[src/design/prt_pkg.sv]
`default_nettype none
// ----------------------------------------------------------------------------
// prt_pkg
// Shared types and constants for the parallel record transmitter.
// ----------------------------------------------------------------------------
package prt_pkg;

    localparam int PINS_MAX  = 4;
    localparam int NPIN_W    = 3;
    localparam int PIN_IDX_W = 2;

    typedef enum logic [2:0] {
        CMD_OPEN  = 3'd0,
        CMD_CLOSE = 3'd1,
        CMD_START = 3'd2,
        CMD_BYTE  = 3'd3,
        CMD_POLL  = 3'd4
    } cmd_t;

    typedef enum logic [2:0] {
        ST_OK          = 3'd0,
        ST_INVALID     = 3'd1,
        ST_CONFIG      = 3'd2,
        ST_BUSY        = 3'd3,
        ST_NOT_OWNED   = 3'd4,
        ST_ADMIT_TO    = 3'd5,
        ST_COMPLETE_TO = 3'd6,
        ST_PENDING     = 3'd7
    } status_t;

    typedef enum logic [1:0] {
        KIND_REPLY = 2'd0,
        KIND_CTRL  = 2'd1,
        KIND_DATA  = 2'd2
    } kind_t;

    typedef enum logic [1:0] {
        PH_IDLE     = 2'd0,
        PH_ADMIT    = 2'd1,
        PH_SEND     = 2'd2,
        PH_COMPLETE = 2'd3
    } phase_t;

    typedef enum logic [1:0] {
        CFG_MAX_REC  = 2'd0,
        CFG_ADMIT_TO = 2'd1,
        CFG_CMPL_TO  = 2'd2,
        CFG_STALL    = 2'd3
    } cfg_idx_t;

    typedef struct packed {
        logic [2:0]  cmd;
        logic [15:0] length;
        logic [7:0]  data;
        logic        ready_n;
        logic [7:0]  tick_step;
    } item_t;

    typedef struct packed {
        logic [15:0] max_record_bytes;
        logic [15:0] admission_timeout;
        logic [15:0] completion_timeout;
        logic [23:0] stall_poll_limit;
    } cfg_t;

    typedef struct packed {
        kind_t      kind;
        logic       valid_n;
        logic       clock_level;
        logic [7:0] data;
    } pin_t;

    typedef struct packed {
        status_t     status;
        status_t     first_fault;
        logic        busy;
        logic [31:0] records;
        logic [31:0] bytes;
    } reply_t;

    typedef struct packed {
        pin_t [PINS_MAX-1:0] pins;
        logic [NPIN_W-1:0]   npins;
        reply_t              reply;
    } step_t;

    localparam pin_t PIN_IDLE   = '{kind: KIND_CTRL, valid_n: 1'b1, clock_level: 1'b1,
                                    data: 8'd0};
    localparam pin_t PIN_SELECT = '{kind: KIND_CTRL, valid_n: 1'b0, clock_level: 1'b1,
                                    data: 8'd0};
    localparam pin_t PIN_CLK_LO = '{kind: KIND_CTRL, valid_n: 1'b0, clock_level: 1'b0,
                                    data: 8'd0};

endpackage
`default_nettype wire

[src/design/prt_cfg.sv]
`default_nettype none
// ----------------------------------------------------------------------------
// prt_cfg
// Configuration registers and their validity check.
// ----------------------------------------------------------------------------
module prt_cfg
    import prt_pkg::*;
#(
    parameter int MAX_RECORD_LIMIT = 256
)
(
    input  wire logic        clk,
    input  wire logic        rst_n,
    input  wire logic        cfg_valid,
    output logic             cfg_ready,
    input  wire logic [1:0]  cfg_index,
    input  wire logic [23:0] cfg_data,
    input  wire logic        busy,
    output cfg_t             cfg,
    output logic             cfg_ok
);

    cfg_t cfg_reg;

    assign cfg_ready = 1'b1;

    // writes are dropped while a stream runs
    always_ff @(posedge clk or negedge rst_n)
    begin
        if (!rst_n)
        begin
            cfg_reg.max_record_bytes   <= 16'd256;
            cfg_reg.admission_timeout  <= 16'd100;
            cfg_reg.completion_timeout <= 16'd100;
            cfg_reg.stall_poll_limit   <= 24'd1000;
        end
        else if (cfg_valid && !busy)
        begin
            case (cfg_idx_t'(cfg_index))
                CFG_MAX_REC:  cfg_reg.max_record_bytes   <= cfg_data[15:0];
                CFG_ADMIT_TO: cfg_reg.admission_timeout  <= cfg_data[15:0];
                CFG_CMPL_TO:  cfg_reg.completion_timeout <= cfg_data[15:0];
                CFG_STALL:    cfg_reg.stall_poll_limit   <= cfg_data;
                default:      ;
            endcase
        end
    end

    assign cfg = cfg_reg;

    assign cfg_ok = (cfg_reg.max_record_bytes != 16'd0)
                 && (cfg_reg.max_record_bytes <= 16'(MAX_RECORD_LIMIT))
                 && (cfg_reg.admission_timeout != 16'd0)
                 && (cfg_reg.completion_timeout != 16'd0)
                 && (cfg_reg.stall_poll_limit != 24'd0);

endmodule
`default_nettype wire

[src/design/prt_engine.sv]
`default_nettype none
// ----------------------------------------------------------------------------
// prt_engine
// Input register, transmitter state and the single-pass step logic that
// turns one command into its pin writes and status reply.
// ----------------------------------------------------------------------------
module prt_engine
    import prt_pkg::*;
#(
    parameter int MAX_RECORD_LIMIT = 256
)
(
    input  wire logic  clk,
    input  wire logic  rst_n,
    input  wire logic  in_valid,
    output logic       in_ready,
    input  wire item_t item,
    input  wire cfg_t  cfg,
    input  wire logic  cfg_ok,
    input  wire logic  can_load,
    output logic       load,
    output step_t      step,
    output logic       busy
);

    localparam int FW = $clog2(MAX_RECORD_LIMIT + 1);

    item_t          item_reg;
    logic           item_valid_reg;

    phase_t         phase_reg,     phase_next;
    logic           epoch_reg,     epoch_next;
    logic           busy_reg,      busy_next;
    status_t        fault_reg,     fault_next;
    logic [15:0]    remain_reg,    remain_next;
    logic [FW-1:0]  fill_reg,      fill_next;
    logic [16:0]    elapsed_reg,   elapsed_next;
    logic [23:0]    stalled_reg,   stalled_next;
    logic [31:0]    records_reg,   records_next;
    logic [31:0]    bytes_reg,     bytes_next;

    logic [15:0]    rec_len;
    logic [FW-1:0]  fill_inc;
    logic [15:0]    remain_after;
    logic [16:0]    elapsed_sum;
    logic [23:0]    stalled_inc;
    logic [15:0]    wait_limit;
    logic           admit;

    assign load     = item_valid_reg && can_load;
    assign in_ready = !item_valid_reg || can_load;
    assign busy     = busy_reg;

    always_ff @(posedge clk or negedge rst_n)
    begin
        if (!rst_n)
        begin
            item_valid_reg <= 1'b0;
        end
        else if (in_ready)
        begin
            item_valid_reg <= in_valid;
        end
    end

    always_ff @(posedge clk)
    begin
        if (in_ready && in_valid)
        begin
            item_reg <= item;
        end
    end

    assign rec_len      = (remain_reg < cfg.max_record_bytes) ? remain_reg
                                                             : cfg.max_record_bytes;
    assign fill_inc     = fill_reg + 1'b1;
    assign remain_after = remain_reg - rec_len;
    assign elapsed_sum  = elapsed_reg + 17'(item_reg.tick_step);
    assign stalled_inc  = stalled_reg + 24'd1;
    assign admit        = (phase_reg == PH_ADMIT);
    assign wait_limit   = admit ? cfg.admission_timeout : cfg.completion_timeout;

    always_comb
    begin
        logic [NPIN_W-1:0] n;
        status_t           st;
        logic              start_rec;
        logic              finish;

        phase_next   = phase_reg;
        epoch_next   = epoch_reg;
        busy_next    = busy_reg;
        fault_next   = fault_reg;
        remain_next  = remain_reg;
        fill_next    = fill_reg;
        elapsed_next = elapsed_reg;
        stalled_next = stalled_reg;
        records_next = records_reg;
        bytes_next   = bytes_reg;
        step.pins    = '{default: PIN_IDLE};
        n            = '0;
        st           = ST_OK;
        start_rec    = 1'b0;
        finish       = 1'b0;

        case (cmd_t'(item_reg.cmd))
            CMD_OPEN, CMD_CLOSE:
            begin
                if (!cfg_ok)
                begin
                    st = ST_CONFIG;
                end
                else if (busy_reg)
                begin
                    st = ST_BUSY;
                end
                else
                begin
                    if (item_reg.cmd == CMD_OPEN)
                    begin
                        fault_next = ST_OK;
                        epoch_next = 1'b1;
                    end
                    else
                    begin
                        epoch_next = 1'b0;
                    end
                    step.pins[n[PIN_IDX_W-1:0]] = PIN_IDLE;
                    n  = n + 1'b1;
                    st = ST_OK;
                end
            end
            CMD_START:
            begin
                if (!cfg_ok)
                begin
                    st = ST_CONFIG;
                end
                else if (!epoch_reg)
                begin
                    if (fault_reg == ST_OK)
                    begin
                        fault_next = ST_NOT_OWNED;
                    end
                    st = ST_NOT_OWNED;
                end
                else if (busy_reg)
                begin
                    st = ST_BUSY;
                end
                else if (fault_reg != ST_OK)
                begin
                    st = fault_reg;
                end
                else if (item_reg.length == 16'd0)
                begin
                    st = ST_OK;
                end
                else
                begin
                    busy_next   = 1'b1;
                    remain_next = item_reg.length;
                    start_rec   = 1'b1;
                    st          = ST_PENDING;
                end
            end
            CMD_BYTE:
            begin
                if (phase_reg != PH_SEND)
                begin
                    st = ST_INVALID;
                end
                else
                begin
                    step.pins[0] = '{kind: KIND_DATA, valid_n: 1'b0, clock_level: 1'b0,
                                     data: item_reg.data};
                    step.pins[1] = PIN_CLK_LO;
                    step.pins[2] = PIN_SELECT;
                    n         = NPIN_W'(3);
                    fill_next = fill_inc;
                    if (16'(fill_inc) >= rec_len)
                    begin
                        step.pins[3] = PIN_IDLE;
                        n            = NPIN_W'(4);
                        phase_next   = PH_COMPLETE;
                        elapsed_next = '0;
                        stalled_next = '0;
                    end
                    st = ST_PENDING;
                end
            end
            CMD_POLL:
            begin
                if (phase_reg == PH_ADMIT || phase_reg == PH_COMPLETE)
                begin
                    // admission wants ready_n low, completion wants it high
                    if (item_reg.ready_n == !admit)
                    begin
                        if (admit)
                        begin
                            step.pins[0] = PIN_SELECT;
                            n          = NPIN_W'(1);
                            phase_next = PH_SEND;
                            fill_next  = '0;
                            st         = ST_PENDING;
                        end
                        else
                        begin
                            records_next = records_reg + 32'd1;
                            bytes_next   = bytes_reg + 32'(rec_len);
                            remain_next  = remain_after;
                            if (remain_after == 16'd0)
                            begin
                                finish = 1'b1;
                                st     = ST_OK;
                            end
                            else
                            begin
                                start_rec = 1'b1;
                                st        = ST_PENDING;
                            end
                        end
                    end
                    else
                    begin
                        elapsed_next = elapsed_sum;
                        st           = admit ? ST_ADMIT_TO : ST_COMPLETE_TO;
                        if (elapsed_sum >= 17'(wait_limit))
                        begin
                            finish = 1'b1;
                        end
                        else if (item_reg.tick_step != 8'd0)
                        begin
                            stalled_next = '0;
                            st           = ST_PENDING;
                        end
                        else
                        begin
                            stalled_next = stalled_inc;
                            if (stalled_inc >= cfg.stall_poll_limit)
                            begin
                                finish = 1'b1;
                            end
                            else
                            begin
                                st = ST_PENDING;
                            end
                        end
                    end
                end
                else
                begin
                    st = (phase_reg == PH_SEND) ? ST_PENDING : ST_OK;
                end
            end
            default:
            begin
                st = ST_INVALID;
            end
        endcase

        if (start_rec)
        begin
            step.pins[n[PIN_IDX_W-1:0]] = PIN_IDLE;
            n            = n + 1'b1;
            phase_next   = PH_ADMIT;
            elapsed_next = '0;
            stalled_next = '0;
            fill_next    = '0;
        end

        if (finish)
        begin
            step.pins[n[PIN_IDX_W-1:0]] = PIN_IDLE;
            n          = n + 1'b1;
            busy_next  = 1'b0;
            phase_next = PH_IDLE;
            if (st != ST_OK && fault_reg == ST_OK)
            begin
                fault_next = st;
            end
        end

        step.npins             = n;
        step.reply.status      = st;
        step.reply.first_fault = cfg_ok ? fault_next : ST_CONFIG;
        step.reply.busy        = busy_next;
        step.reply.records     = records_next;
        step.reply.bytes       = bytes_next;
    end

    always_ff @(posedge clk or negedge rst_n)
    begin
        if (!rst_n)
        begin
            phase_reg   <= PH_IDLE;
            epoch_reg   <= 1'b0;
            busy_reg    <= 1'b0;
            fault_reg   <= ST_OK;
            remain_reg  <= '0;
            fill_reg    <= '0;
            elapsed_reg <= '0;
            stalled_reg <= '0;
            records_reg <= '0;
            bytes_reg   <= '0;
        end
        else if (load)
        begin
            phase_reg   <= phase_next;
            epoch_reg   <= epoch_next;
            busy_reg    <= busy_next;
            fault_reg   <= fault_next;
            remain_reg  <= remain_next;
            fill_reg    <= fill_next;
            elapsed_reg <= elapsed_next;
            stalled_reg <= stalled_next;
            records_reg <= records_next;
            bytes_reg   <= bytes_next;
        end
    end

`ifndef SYNTHESIS
    a_busy_phase: assert property (@(posedge clk) disable iff (!rst_n)
        busy_reg == (phase_reg != PH_IDLE))
        else $error("busy flag out of step with phase");

    a_fill_bound: assert property (@(posedge clk) disable iff (!rst_n)
        phase_reg == PH_SEND |-> (16'(fill_reg) < rec_len))
        else $error("record fill reached record length while sending");

    a_remain_busy: assert property (@(posedge clk) disable iff (!rst_n)
        busy_reg |-> remain_reg != 16'd0)
        else $error("stream busy with nothing left to send");

    a_stream_open: assert property (@(posedge clk) disable iff (!rst_n)
        $rose(busy_reg) |-> epoch_reg && fault_reg == ST_OK)
        else $error("stream started without ownership or with a latched fault");
`endif

endmodule
`default_nettype wire

[src/design/prt_out_queue.sv]
`default_nettype none
// ----------------------------------------------------------------------------
// prt_out_queue
// Holds the results of one step and hands them out one beat at a time:
// the pin writes in order, then the status reply marked last.
// ----------------------------------------------------------------------------
module prt_out_queue
    import prt_pkg::*;
(
    input  wire logic         clk,
    input  wire logic         rst_n,
    input  wire logic         load,
    input  wire step_t        step,
    output logic              can_load,
    output logic              m_axis_tvalid,
    input  wire logic         m_axis_tready,
    output logic [87:0]       m_axis_tdata,   // valid_n, clock_level, data_out[7:0],
                                              // status[2:0], first_fault[2:0],
                                              // busy_flag, records_done[31:0],
                                              // bytes_done[31:0], zero pad
    output logic [1:0]        m_axis_tuser,   // kind[1:0]
    output logic              m_axis_tlast
);

    pin_t [PINS_MAX-1:0] pins_reg;
    logic [NPIN_W-1:0]   npins_reg;
    reply_t              reply_reg;
    logic [NPIN_W-1:0]   rd_reg;
    logic                full_reg;

    logic                at_reply;
    pin_t                pin_cur;

    assign at_reply = (rd_reg == npins_reg);
    assign can_load = !full_reg || (m_axis_tready && at_reply);
    assign pin_cur  = pins_reg[rd_reg[PIN_IDX_W-1:0]];

    always_ff @(posedge clk or negedge rst_n)
    begin
        if (!rst_n)
        begin
            full_reg <= 1'b0;
            rd_reg   <= '0;
        end
        else if (load)
        begin
            full_reg <= 1'b1;
            rd_reg   <= '0;
        end
        else if (full_reg && m_axis_tready)
        begin
            if (at_reply)
            begin
                full_reg <= 1'b0;
            end
            else
            begin
                rd_reg <= rd_reg + 1'b1;
            end
        end
    end

    always_ff @(posedge clk)
    begin
        if (load)
        begin
            pins_reg  <= step.pins;
            npins_reg <= step.npins;
            reply_reg <= step.reply;
        end
    end

    assign m_axis_tvalid = full_reg;
    assign m_axis_tlast  = at_reply;

    always_comb
    begin
        if (at_reply)
        begin
            m_axis_tuser = KIND_REPLY;
            m_axis_tdata = {7'd0, reply_reg.bytes, reply_reg.records, reply_reg.busy,
                            reply_reg.first_fault, reply_reg.status, 8'd0, 1'b0, 1'b0};
        end
        else
        begin
            m_axis_tuser = pin_cur.kind;
            m_axis_tdata = {7'd0, 32'd0, 32'd0, 1'b0, 3'd0, 3'd0, pin_cur.data,
                            pin_cur.clock_level, pin_cur.valid_n};
        end
    end

`ifndef SYNTHESIS
    a_rd_bound: assert property (@(posedge clk) disable iff (!rst_n)
        full_reg |-> rd_reg <= npins_reg)
        else $error("read pointer past the stored pin writes");

    a_last_reply: assert property (@(posedge clk) disable iff (!rst_n)
        m_axis_tvalid && m_axis_tlast |-> m_axis_tuser == KIND_REPLY)
        else $error("last beat is not a status reply");

    a_npins_bound: assert property (@(posedge clk) disable iff (!rst_n)
        full_reg |-> npins_reg <= NPIN_W'(PINS_MAX))
        else $error("more pin writes stored than slots");
`endif

endmodule
`default_nettype wire

[src/design/parallel_record_transmitter_core.sv]
`default_nettype none
// ----------------------------------------------------------------------------
// parallel_record_transmitter_core
// Command-driven transmitter for a parallel ready/valid/clock byte link,
// cutting write streams into records with admission and completion timeouts.
// ----------------------------------------------------------------------------
// Channel  Dir  Handshake                    Beat
// s_axis   in   s_axis_tvalid/tready         one command (tuser = cmd)
// m_axis   out  m_axis_tvalid/tready         one pin write or reply (tuser = kind)
// cfg      in   cfg_valid/cfg_ready          one register write (always ready)
//
// A command taking k results (1 to 5) holds the output port until all have gone; a
// command with a single reply passes at one per cycle while m_axis_tready is high,
// a payload byte that ends a record takes 5 results. The queue drains one beat per
// cycle with m_axis_tready high. Input register and result queue are both registered.
// Reset is asynchronous and clears all control state; there is no clearing pass.
// With m_axis_tready low the queue holds and the input register still takes one beat.
// ----------------------------------------------------------------------------
module parallel_record_transmitter_core
    import prt_pkg::*;
#(
    parameter int MAX_RECORD_LIMIT = 256
)
(
    input  wire logic        clk,
    input  wire logic        rst_n,
    input  wire logic        s_axis_tvalid,
    output logic             s_axis_tready,
    input  wire logic [39:0] s_axis_tdata,   // length[15:0], data[7:0], ready_n,
                                             // tick_step[7:0], zero pad
    input  wire logic [2:0]  s_axis_tuser,   // cmd[2:0]
    output logic             m_axis_tvalid,
    input  wire logic        m_axis_tready,
    output logic [87:0]      m_axis_tdata,   // valid_n, clock_level, data_out[7:0],
                                             // status[2:0], first_fault[2:0],
                                             // busy_flag, records_done[31:0],
                                             // bytes_done[31:0], zero pad
    output logic [1:0]       m_axis_tuser,   // kind[1:0]
    output logic             m_axis_tlast,
    input  wire logic        cfg_valid,
    output logic             cfg_ready,
    input  wire logic [1:0]  cfg_index,
    input  wire logic [23:0] cfg_data
);

    item_t item;
    cfg_t  cfg;
    logic  cfg_ok;
    logic  busy;
    logic  can_load;
    logic  load;
    step_t step;

    assign item.cmd       = s_axis_tuser;
    assign item.length    = s_axis_tdata[15:0];
    assign item.data      = s_axis_tdata[23:16];
    assign item.ready_n   = s_axis_tdata[24];
    assign item.tick_step = s_axis_tdata[32:25];

    prt_cfg #(
        .MAX_RECORD_LIMIT (MAX_RECORD_LIMIT)
    ) u_cfg (
        .clk       (clk),
        .rst_n     (rst_n),
        .cfg_valid (cfg_valid),
        .cfg_ready (cfg_ready),
        .cfg_index (cfg_index),
        .cfg_data  (cfg_data),
        .busy      (busy),
        .cfg       (cfg),
        .cfg_ok    (cfg_ok)
    );

    prt_engine #(
        .MAX_RECORD_LIMIT (MAX_RECORD_LIMIT)
    ) u_engine (
        .clk      (clk),
        .rst_n    (rst_n),
        .in_valid (s_axis_tvalid),
        .in_ready (s_axis_tready),
        .item     (item),
        .cfg      (cfg),
        .cfg_ok   (cfg_ok),
        .can_load (can_load),
        .load     (load),
        .step     (step),
        .busy     (busy)
    );

    prt_out_queue u_out_queue (
        .clk           (clk),
        .rst_n         (rst_n),
        .load          (load),
        .step          (step),
        .can_load      (can_load),
        .m_axis_tvalid (m_axis_tvalid),
        .m_axis_tready (m_axis_tready),
        .m_axis_tdata  (m_axis_tdata),
        .m_axis_tuser  (m_axis_tuser),
        .m_axis_tlast  (m_axis_tlast)
    );

endmodule
`default_nettype wire
[config.mk]
export PLATFORM = sky130hd
export DESIGN_NAME = parallel_record_transmitter_core
export DESIGN_NICKNAME = d
export VERILOG_FILES = /design/src/design/prt_pkg.sv /design/src/design/prt_cfg.sv /design/src/design/prt_engine.sv /design/src/design/prt_out_queue.sv /design/src/design/parallel_record_transmitter_core.sv
export SDC_FILE = /design/constraint.sdc
export NUM_CORES = 1
export LEC_CHECK = 0
export ABC_AREA = 1
export BUFFER_PORTS_ARGS = -buffer_cell sky130_fd_sc_hd__buf_2
export CORE_ASPECT_RATIO = 0.75
export CORE_UTILIZATION = 40
export CTS_CLUSTER_DIAMETER = 30
export CTS_CLUSTER_SIZE = 14
export DETAILED_ROUTE_END_ITERATION = 7
export SLEW_MARGIN = 20
export SYNTH_ARGS = -nofsm -noshare
export SYNTH_HDL_FRONTEND = slang
export SYNTH_HIERARCHICAL = 1
export SYNTH_SLANG_ARGS = --single-unit
[constraint.sdc]
create_clock -name clk -period 7 [get_ports clk]
set_clock_uncertainty 0.1 [all_clocks]
set_input_delay 1.05 -clock clk [delete_from_list [all_inputs] [get_ports clk]]
set_output_delay 1.05 -clock clk [all_outputs]
set_load 0.1 [all_outputs]
Word-level counts from Yosys, hierarchy flattened. Cells that the tools add are included.

Bitwise logic cells: 7. Reductions and logical operators: 49. Eq/ne operators: 34. Add/sub/neg operators: 9. Mux-type cells: 130. Order comparisons: 10.

Operator list (number): $mux W32 (8); $mux W24 (7); $mux W16 (10); $mux W3 (33); $mux W48 (2); $mux W17 (5); $mux W81 (1); $and A36 B36 Y36 (2); $not A36 Y36 (2); $mux W12 (5); $demux W12 S2 (2); $pmux W24 S2 (1); $reduce_bool A16 Y1 (3); $mux W9 (5); $mux W34 (1); $pmux W17 S2 (1); $add A32 B1 Y32 const B (1); $add A32 B16 Y32 (1); $logic_not A16 Y1 (2); $pmux W16 S2 (1); $mux W1 (28); $add A24 B1 Y24 const B (1); $bmux W12 S2 (1); $ge A24 B24 Y1 (1); 51 further kinds (115).

Flip-flop bits (word level): 372. Output and inout bits: 94. Logic and storage cells: 283.

Depth between registers and ports, before layout. Gate-level depths: netlist of run 1.

Depth after elaboration: 17. Mapped depth: 39. Depth with buffers taken out: 37.

Hierarchy. Netlist of run 1, hierarchy kept.

Modules (own cells, without submodules): prt_engine (cells an instance 1893, seq. area each 4534.3 um^2, area each 13736.9 um^2, instances 1); prt_out_queue (cells an instance 423, seq. area each 3763.6 um^2, area each 5406.4 um^2, instances 1); prt_cfg (cells an instance 339, seq. area each 1818.0 um^2, area each 3007.9 um^2, instances 1).

Worst setup path before layout of run 1. Ideal clock, no wire load.

Path kind: register to register. From: reg u_out_queue.rd_reg[0]. To: reg u_out_queue.rd_reg[0]. Clock period less this slack: 6978 ps. Library setup time: 123 ps. Slack: 22 ps. Stages on the path, launching flop included: 18. Arrival: 6755 ps. Path through: dfrtp_1 buf_6 inv_4 nand2_1 nand2_2 nand3_4 inv_1 nand2_1 nand2_1 nand2_1 clkinv_1 clkbuf_1 clkbuf_1 inv_1 nand4_1 nand2_1 nand2_1 nand2_1.

Word-level cells in the longest chain between the ends: 6. Elaborated cells between the ends (all ways): 11.

RTL lines: from (decl) (line prt_out_queue.sv:28) `logic [NPIN_W-1:0] rd_reg;`; from (signal assigned) (line prt_out_queue.sv:58) `rd_reg <= rd_reg + 1'b1;`; $eq A3 B3 Y1 (*) (line prt_out_queue.sv:34) `assign at_reply = (rd_reg == npins_reg);`; named net m_axis_tlast (line parallel_record_transmitter_core.sv:39) `output logic m_axis_tlast,`; $logic_and A1 B1 Y1 (*) (line prt_out_queue.sv:35) `assign can_load = !full_reg || (m_axis_tready && at_reply);`; $logic_or A1 B1 Y1 (*) (line prt_out_queue.sv:35); named net can_load (line parallel_record_transmitter_core.sv:50) `logic can_load;`; $logic_and A1 B1 Y1 (*) (line prt_engine.sv:50) `assign load = item_valid_reg && can_load;`; named net load (line parallel_record_transmitter_core.sv:51) `logic load;`; $ne A2 B2 Y1 (no source line) or $reduce_bool A2 Y1 (tied branches); $reduce_and A2 Y1 (no source line).

Mark *: on every way through the listed nets, which the timed path passes. The rest lies on a longest branch. The select of a mux whose other input is x is not followed. A chain may end at the register's enable or synchronous reset.

==> results of run 1 <==
worst max-delay path by stage:
stage	depth (start not counted)	end	slack, ns
floorplan	17	u_out_queue/rd_reg[0]	0.02
finish	27	u_out_queue/npins_reg[1]	1.19
global placement	27	u_out_queue/npins_reg[1]	1.34
global route	27	u_out_queue/npins_reg[1]	0.74
detailed placement	27	u_out_queue/npins_reg[1]	1.21
CTS	27	u_out_queue/npins_reg[1]	1.20
through the flow:
stage	utilization [%]	hold WS, ns	total power, uW	cell area (um^2)	setup WS (ns)
final	48.10	0.2707	12840	26230	1.191
after global routing	48.10	0.2916	13700	26230	0.7383
after CTS	48.05	0.3873	12940	26200	1.198
after detailed placement	42.78	0.3784	8906	23330	1.212
after global placement	42.78	0.3705	8825	23330	1.339
after floorplan	-	0.3594	7776	22290	0.02155
where the power goes:
| part | internal [uW] | switching (uW) | total, uW |
|---|---|---|---|
| Combinational | 1410 | 4140 | 5550 |
| Clock | 2600 | 1340 | 3940 |
| Sequential | 2960 | 388 | 3350 |
| Total | 6970 | 5870 | 12800 |
layer usage:
metal | global-route usage [%] | vias to the layer above | wire length [um]
li1 | - | 8922 | -
met3 | 4.166 | 101 | 2907
met4 | 7.662 | 0 | 1631
met5 | 0 | - | 0
met2 | 31.25 | 422 | 24680
met1 | 27.06 | 8308 | 25830
cells in the final DEF, fill, tap and decap left out, drive strengths merged, types with 75 or more instances in the layout:
cell,count
buf,169
nand2,634
ha,114
o21ai,284
a21oi,86
nor2,274
edfxtp,158
clkbuf,95
xor2,75
nand3,111
inv,401
dfrtp,201
kinds of logic (layout without fill, tap and decap cells):
group                      Yosys count  after routing  synth area share, %
AOI/OAI and AO/OA                  403            403                9.653
xor gates and xnor gates            99             99                3.999
adders and majority gates          117            117                6.710
buffers and inverters              509            712                10.16
DFF                                372            372                45.67
muxes                               15             15               0.6778
other                                4             41              0.06776
and+or+nand+nor                   1136           1136                23.07
worst register-to-register path: stages, from the launching register on:
cell	delay [ns]
dfstp_2	0.55
inv_1	0.06
ha_1	0.20
nand2_1	0.06
inv_1	0.03
nor2_1	0.09
o21ai_0	0.09
a21oi_1	0.22
nand2_4	0.17
o21ai_0	0.83
ha_1	0.28
inv_1	0.09
fa_1	0.43
xnor2_1	0.24
nand3b_1	0.10
nor2_1	0.15
nand2_1	0.07
nor2_1	0.16
nand4_1	0.17
nor3_2	0.24
nand2_1	0.15
a21boi_2	0.13
buf_4	0.25
nand2_1	0.12
nand2_1	0.13
inv_1	0.08
ha_1	0.27
o21ai_0	0.08
layout make-up:
class	count	area (um^2)
fillers	5100	28300
flip-flops and latches	372	10120
multi-input cells	1811	9938
clock buffers	95	2173
inverters	389	1468
repair buffers	169	930.9
well taps	722	903.4
clock inverters	59	700.7
==> impl_metrics.json, run 1 <==
{
  "drt.antenna.violating_nets": 0,
  "initial_utilization_pct": 40.62,
  "cts.sinks": 372,
  "largest_reg_flops": 72,
  "syn_area_um2": 22150,
  "io_buffers": 152,
  "die_y_um": 205.8,
  "yosys-top-cells-count": "628 x nand2_1, 375 x inv_1, 225 x nor2_1",
  "cp_common_cell": "nand2_1",
  "area_growth_syn_to_layout_pct": 18.41,
  "wl_per_cell_um": 15.22,
  "drc": 0,
  "path_class": "reg2reg",
  "ys_ff_latch": 372,
  "worst_ep_arrival_time_ns": 6.04,
  "firstDrtPassIters": 5,
  "cts_root_buf": "clkbuf_16",
  "finalCritPeriodShare_pct": 82.99,
  "cp-end-kind": "flop",
  "hold_viol_final": 0,
  "cap_violations": 0,
  "rows": 74,
  "synth_top_area_share_pct": 22.71,
  "vdd_drop_max_v": 0.0002796,
  "synth_ff_type": "dfrtp_1",
  "synthArstFlopShare_pct": 57.53,
  "power.density_nw_per_um2": 489.4,
  "num_antenna_cells": 0,
  "routed_wl_um": 55050,
  "yosys_warnings": 6,
  "ys_types": 64,
  "overflow": 0,
  "syn_avg_cell_area_um2": 8.343,
  "core_um2": 54530,
  "hold_path.class": "in2async",
  "crit_family": "simple AND/OR/NAND/NOR gates",
  "die_x_um": 273.7,
  "hold_buffers": 0,
  "synth_area_leaders": "dfrtp_1 23%, edfxtp_1 21%, nand2_1 11%, ha_1 6.4%, inv_1 6.4%",
  "clock_latency_ns": 0.61,
  "dp.cells": 3462,
  "final_nets": 3016,
  "fmax_mhz": 172.1,
  "post-route-min-period_ns": 5.809,
  "cp-start-kind": "flop",
  "synth.most_common_cell": "nand2_1",
  "timing.rr.start": "u_cfg/cfg[64]",
  "r2r_cells": 27,
  "cp_max_fo": 19,
  "finalMaxSlewViolations": 0,
  "cts-resized-gates": 0,
  "setup_viol_count_final": 0,
  "grt_pass1_vias": 17100,
  "tightest_slew_ns": 1.016,
  "leakagePower_uw": 0.01246,
  "rsz0062_at_grt": "false",
  "dp_hpwl_um": 39910,
  "cts_tree": "yes",
  "r2r_setup_slack_ns": 1.19,
  "via_count": 17750,
  "synth_top_area_cell": "dfrtp_1",
  "drive_gt1_share_pct": 14.51,
  "grt_pass1_wl_um": 88790,
  "clk_pin_slew_worst_paths_ns": 0.05,
  "stdcell_count": 3617,
  "cts_inserted_buffers": 82,
  "synth-seq-area-share_pct": 45.67,
  "critPathRequiredTime_ns": 7.23,
  "drt_iter0_markers": 1359,
  "htreeDepth": 3,
  "crit_start": "u_cfg/cfg[64]",
  "relSlewSlack_pct": 31.58,
  "post_cts_buffers": 0,
  "synth_edf_count": 158,
  "routed_via_density": 4.908,
  "cp_slowest_cell": "o21ai_0",
  "antenna_found_initial": 1,
  "globalplace.congestion": 0.9073,
  "status": "finished, final reports clean",
  "r2r-end": "u_out_queue/npins_reg[1]",
  "clockBufferDepth": 3,
  "pin_count": 168,
  "grt_max_degree": 130,
  "synthesis.instances": 2655,
  "track_usage_pct": 19.97,
  "die-area_um2": 56330,
  "critPathMaxStageDelay_ns": 0.83,
  "tns_ns": 0,
  "cp_num_buf_inv": 5
}
Power figures use the tool's default switching activity.
==> run 2, diff against run 1 <==
--- a/config.mk
+++ b/config.mk
@@ -5,7 +5,7 @@
 export SDC_FILE = /design/constraint.sdc
 export NUM_CORES = 1
 export LEC_CHECK = 0
-export ABC_AREA = 1
+export ABC_AREA = 0
 export BUFFER_PORTS_ARGS = -buffer_cell sky130_fd_sc_hd__buf_2
 export CORE_ASPECT_RATIO = 0.75
 export CORE_UTILIZATION = 40
==> constraint.sdc (replaced) <==
create_clock -name clk -period 5.4 [get_ports clk]
set_clock_uncertainty 0.1 [all_clocks]
set_input_delay 0.81 -clock clk [delete_from_list [all_inputs] [get_ports clk]]
set_output_delay 0.81 -clock clk [all_outputs]
set_load 0.1 [all_outputs]
==> run 2 against run 1 <==
Against the previous run:
- the run now ends with setup timing left
- fmax increased by 1.1%
- die area decreased by 4.0%
- sequential share of layout area decreased by 1.0 points
- critical endpoint is now u_out_queue/npins_reg[2]
- largest cell class is now multi-input gates
- highest routed layer unchanged
==> impl_metrics.json, run 2 <==
{
  "critPathMaxStageDelay_ns": 0.53,
  "path_depth": 25,
  "initial_utilization_pct": 40.90,
  "synth_top_area_cell": "dfrtp_1",
  "clk_pin_slew_worst_paths_ns": 0.05,
  "globalplace.congestion": 0.8813,
  "clockPowerShare_pct": 29.3,
  "drc": 0,
  "cts_tree": "yes",
  "synth_top_family_by_area": "simple AND/OR/NAND/NOR gates",
  "post-route-min-period_ns": 5.745,
  "cts_inserted_buffers": 81,
  "cts.sinks": 372,
  "antenna_found_initial": 0,
  "synth_top_area_share_pct": 23.66,
  "yosys.area_share.simple_pct": 15.41,
  "ys_types": 90,
  "largest_reg_flops": 72,
  "multi_input_area_um2": 10610,
  "muxShareOfSynthArea_pct": 7.428,
  "cp_slowest_cell": "dfstp_2",
  "area_growth_syn_to_layout_pct": 26.82,
  "finalMaxSlewViolations": 0,
  "cp_num_buf_inv": 5,
  "drive_gt1_share_pct": 28.01,
  "dp_hpwl_um": 38090,
  "htreeDepth": 3,
  "die_y_um": 201.6,
  "design_area_um2": 26960,
  "io_buffers": 152,
  "grt_pass1_vias": 15720,
  "routed_via_density": 5.158,
  "power_frac_seq_pct": 24.0,
  "yosys_warnings": 6,
  "rows": 72,
  "wl_per_cell_um": 17.61,
  "status": "finished, violations left",
  "fmax_mhz": 174.1,
  "switching_share_pct": 42.36,
  "cp-end-kind": "flop",
  "grt_pass1_wl_um": 85470,
  "grt_max_degree": 137,
  "placed_area_um2": 23710,
  "path_class": "reg2reg",
  "tns_ns": -5.357,
  "synth.most_common_cell": "nand2_1",
  "drt_iter0_markers": 1119,
  "violations": "setup timing",
  "synth-seq-area-share_pct": 47.59,
  "final_common_cell": "dfrtp_1",
  "timing.rr.start": "u_cfg/cfg[64]",
  "die_x_um": 268.2,
  "hold_buffers": 0,
  "routed_wl_um": 53760,
  "fin_util_pct": 51.86,
  "setup.worst_path.end": "u_out_queue/npins_reg[2]",
  "synth_ff_type": "dfrtp_1",
  "overflow": 0,
  "power.density_nw_per_um2": 643.7,
  "cp_max_fo": 11,
  "syn_avg_cell_area_um2": 10.87,
  "track_usage_pct": 20.19,
  "hold_path.class": "in2async",
  "final.setup.worst_slack_ns": -0.3453,
  "synthXorXnorAreaFrac_pct": 6.998,
  "hold_viol_final": 0,
  "leakagePower_uw": 0.01212,
  "intPower_uw": 10000,
  "r2r_cells": 25,
  "finalHoldWorstSlack_ns": 0.1388,
  "drt.antenna.violating_nets": 0,
  "r2r-end": "u_out_queue/npins_reg[2]",
  "cts_root_buf": "clkbuf_16",
  "relSlewSlack_pct": 28.79,
  "ys_ff_latch": 372,
  "synth_adder_area_share_pct": 6.992,
  "tightest_slew_ns": 1.064,
  "p_comb_share_pct": 46.6,
  "clock_latency_ns": 0.61,
  "crit_start": "u_cfg/cfg[64]",
  "finalCritPeriodShare_pct": 106.4,
  "die-area_um2": 54080,
  "setup_viol_count_final": 34,
  "synthesis.instances": 1955,
  "synth_compound_area_share_pct": 10.45,
  "final-seq-area_um2": 10120,
  "p_sw_uw": 7351,
  "synth_edf_count": 158,
  "vdd_drop_max_v": 0.0004940,
  "firstDrtPassIters": 5,
  "yosys-top-cells-count": "202 x nand2_1, 201 x dfrtp_1, 158 x edfxtp_1",
  "synthArstFlopShare_pct": 57.53,
  "core_um2": 51980,
  "rsz0062_at_grt": "true",
  "cap_violations": 0,
  "synth_area_leaders": "dfrtp_1 24%, edfxtp_1 22%, ha_1 6.7%, mux2_2 3.7%, xnor2_1 3.7%",
  "crit_family": "compound AO/OA/AOI/OAI gates",
  "r2r_setup_slack_ns": -0.35,
  "worst_ep_arrival_time_ns": 6.00,
  "syn_area_um2": 21260,
  "final_cell_mix": "201 x dfrtp_1, 200 x nand2_1, 158 x edfxtp_1",
  "via_count": 15750,
  "final_nets": 2471,
  "cp-start-kind": "flop",
  "pin_count": 168,
  "critPathRequiredTime_ns": 5.65,
  "n_fill_cell": 4601,
  "clockBufferDepth": 3
}
-- run 2: cell types whose count changed after synthesis, sizes merged, moves of 87 or more --
cell   before  now
and2        1   88
inv       385   95
mux2        0   90
nand2     634  202
nor2      274  100
o21ai     284   75
-- run 2: final cells by class --
class                           instances  share of cell area [%]
Multi-Input combinational cell       1409                   39.37
Sequential cell                       372                   37.52
Clock buffer                          102                   8.113
Timing Repair Buffer                  320                   7.839
Tap cell                              703                   3.263
Clock inverter                         50                   2.529
Inverter                               96                   1.355
Antenna cell                            1                0.009282
-- run 2: worst reg2reg max path, delay by kind of cell (launching register included) --
kind,cells,cell delay (ns)
AO/OA/AOI/OAI,13,2.95
adder cells (fa/ha/maj),4,1.01
flip-flops,1,0.53
AND/OR/NAND/NOR,3,0.53
buffers and inverters,5,0.38
-- run 2: worst min path at each step --
stage                                   to  depth (start not counted)
floorplan           u_engine/bytes_reg[31]                          1
global placement    u_engine/bytes_reg[31]                          1
detailed placement  u_engine/bytes_reg[31]                          1
CTS                          u_cfg/cfg[32]                          1
global route                 u_cfg/cfg[28]                          1
finish                       u_cfg/cfg[28]                          1
-- run 2: metrics by stage --
stage	std cells	worst slack, ns	power, uW
6_report	3053	-0.3453	17350
5_1_grt	3052	-0.5662	18280
4_1_cts	3050	-0.3047	17320
3_5_place_dp	2893	-0.4376	12050
3_3_place_gp	2893	-0.3613	11900
2_1_floorplan	1992	-0.2648	9556
-- run 2: kinds of logic after synthesis --
group | after synthesis
AO/OA/AOI/OAI | 312
XOR/XNOR | 169
adder cells (fa/ha/maj) | 117
buffers and inverters | 212
flip-flops | 372
multiplexers | 124
other | 4
AND/OR/NAND/NOR | 645
-- run 2: metal layers --
| layer | track usage (%) | share of wire (%) | up-vias |
|---|---|---|---|
| met5 | 0 | 0 | - |
| met4 | 6.347 | 2.3 | 0 |
| met3 | 4.394 | 5.7 | 90 |
| met2 | 30.08 | 44 | 372 |
| met1 | 29.07 | 48 | 7703 |
| li1 | - | - | 7581 |
-- run 2: power by group through the flow --
stage	combinational [uW]	clock, uW	sequential [uW]
floorplan	5490	0	4060
global placement	7730	0	4170
detailed placement	7860	0	4200
CTS	7970	5180	4170
global route	8680	5340	4250
finish	8090	5090	4170
-- run 2: timing repair --
| item | CTS | global route |
|---|---|---|
| setup buffers | 4 | 1 |
| resized for setup | 28 | 34 |
| pin swaps | 9 | 8 |
| endpoints found under the setup margin | 52 | 74 |
| cloned | 1 | 1 |
| endpoints found under the hold margin | 0 | 0 |
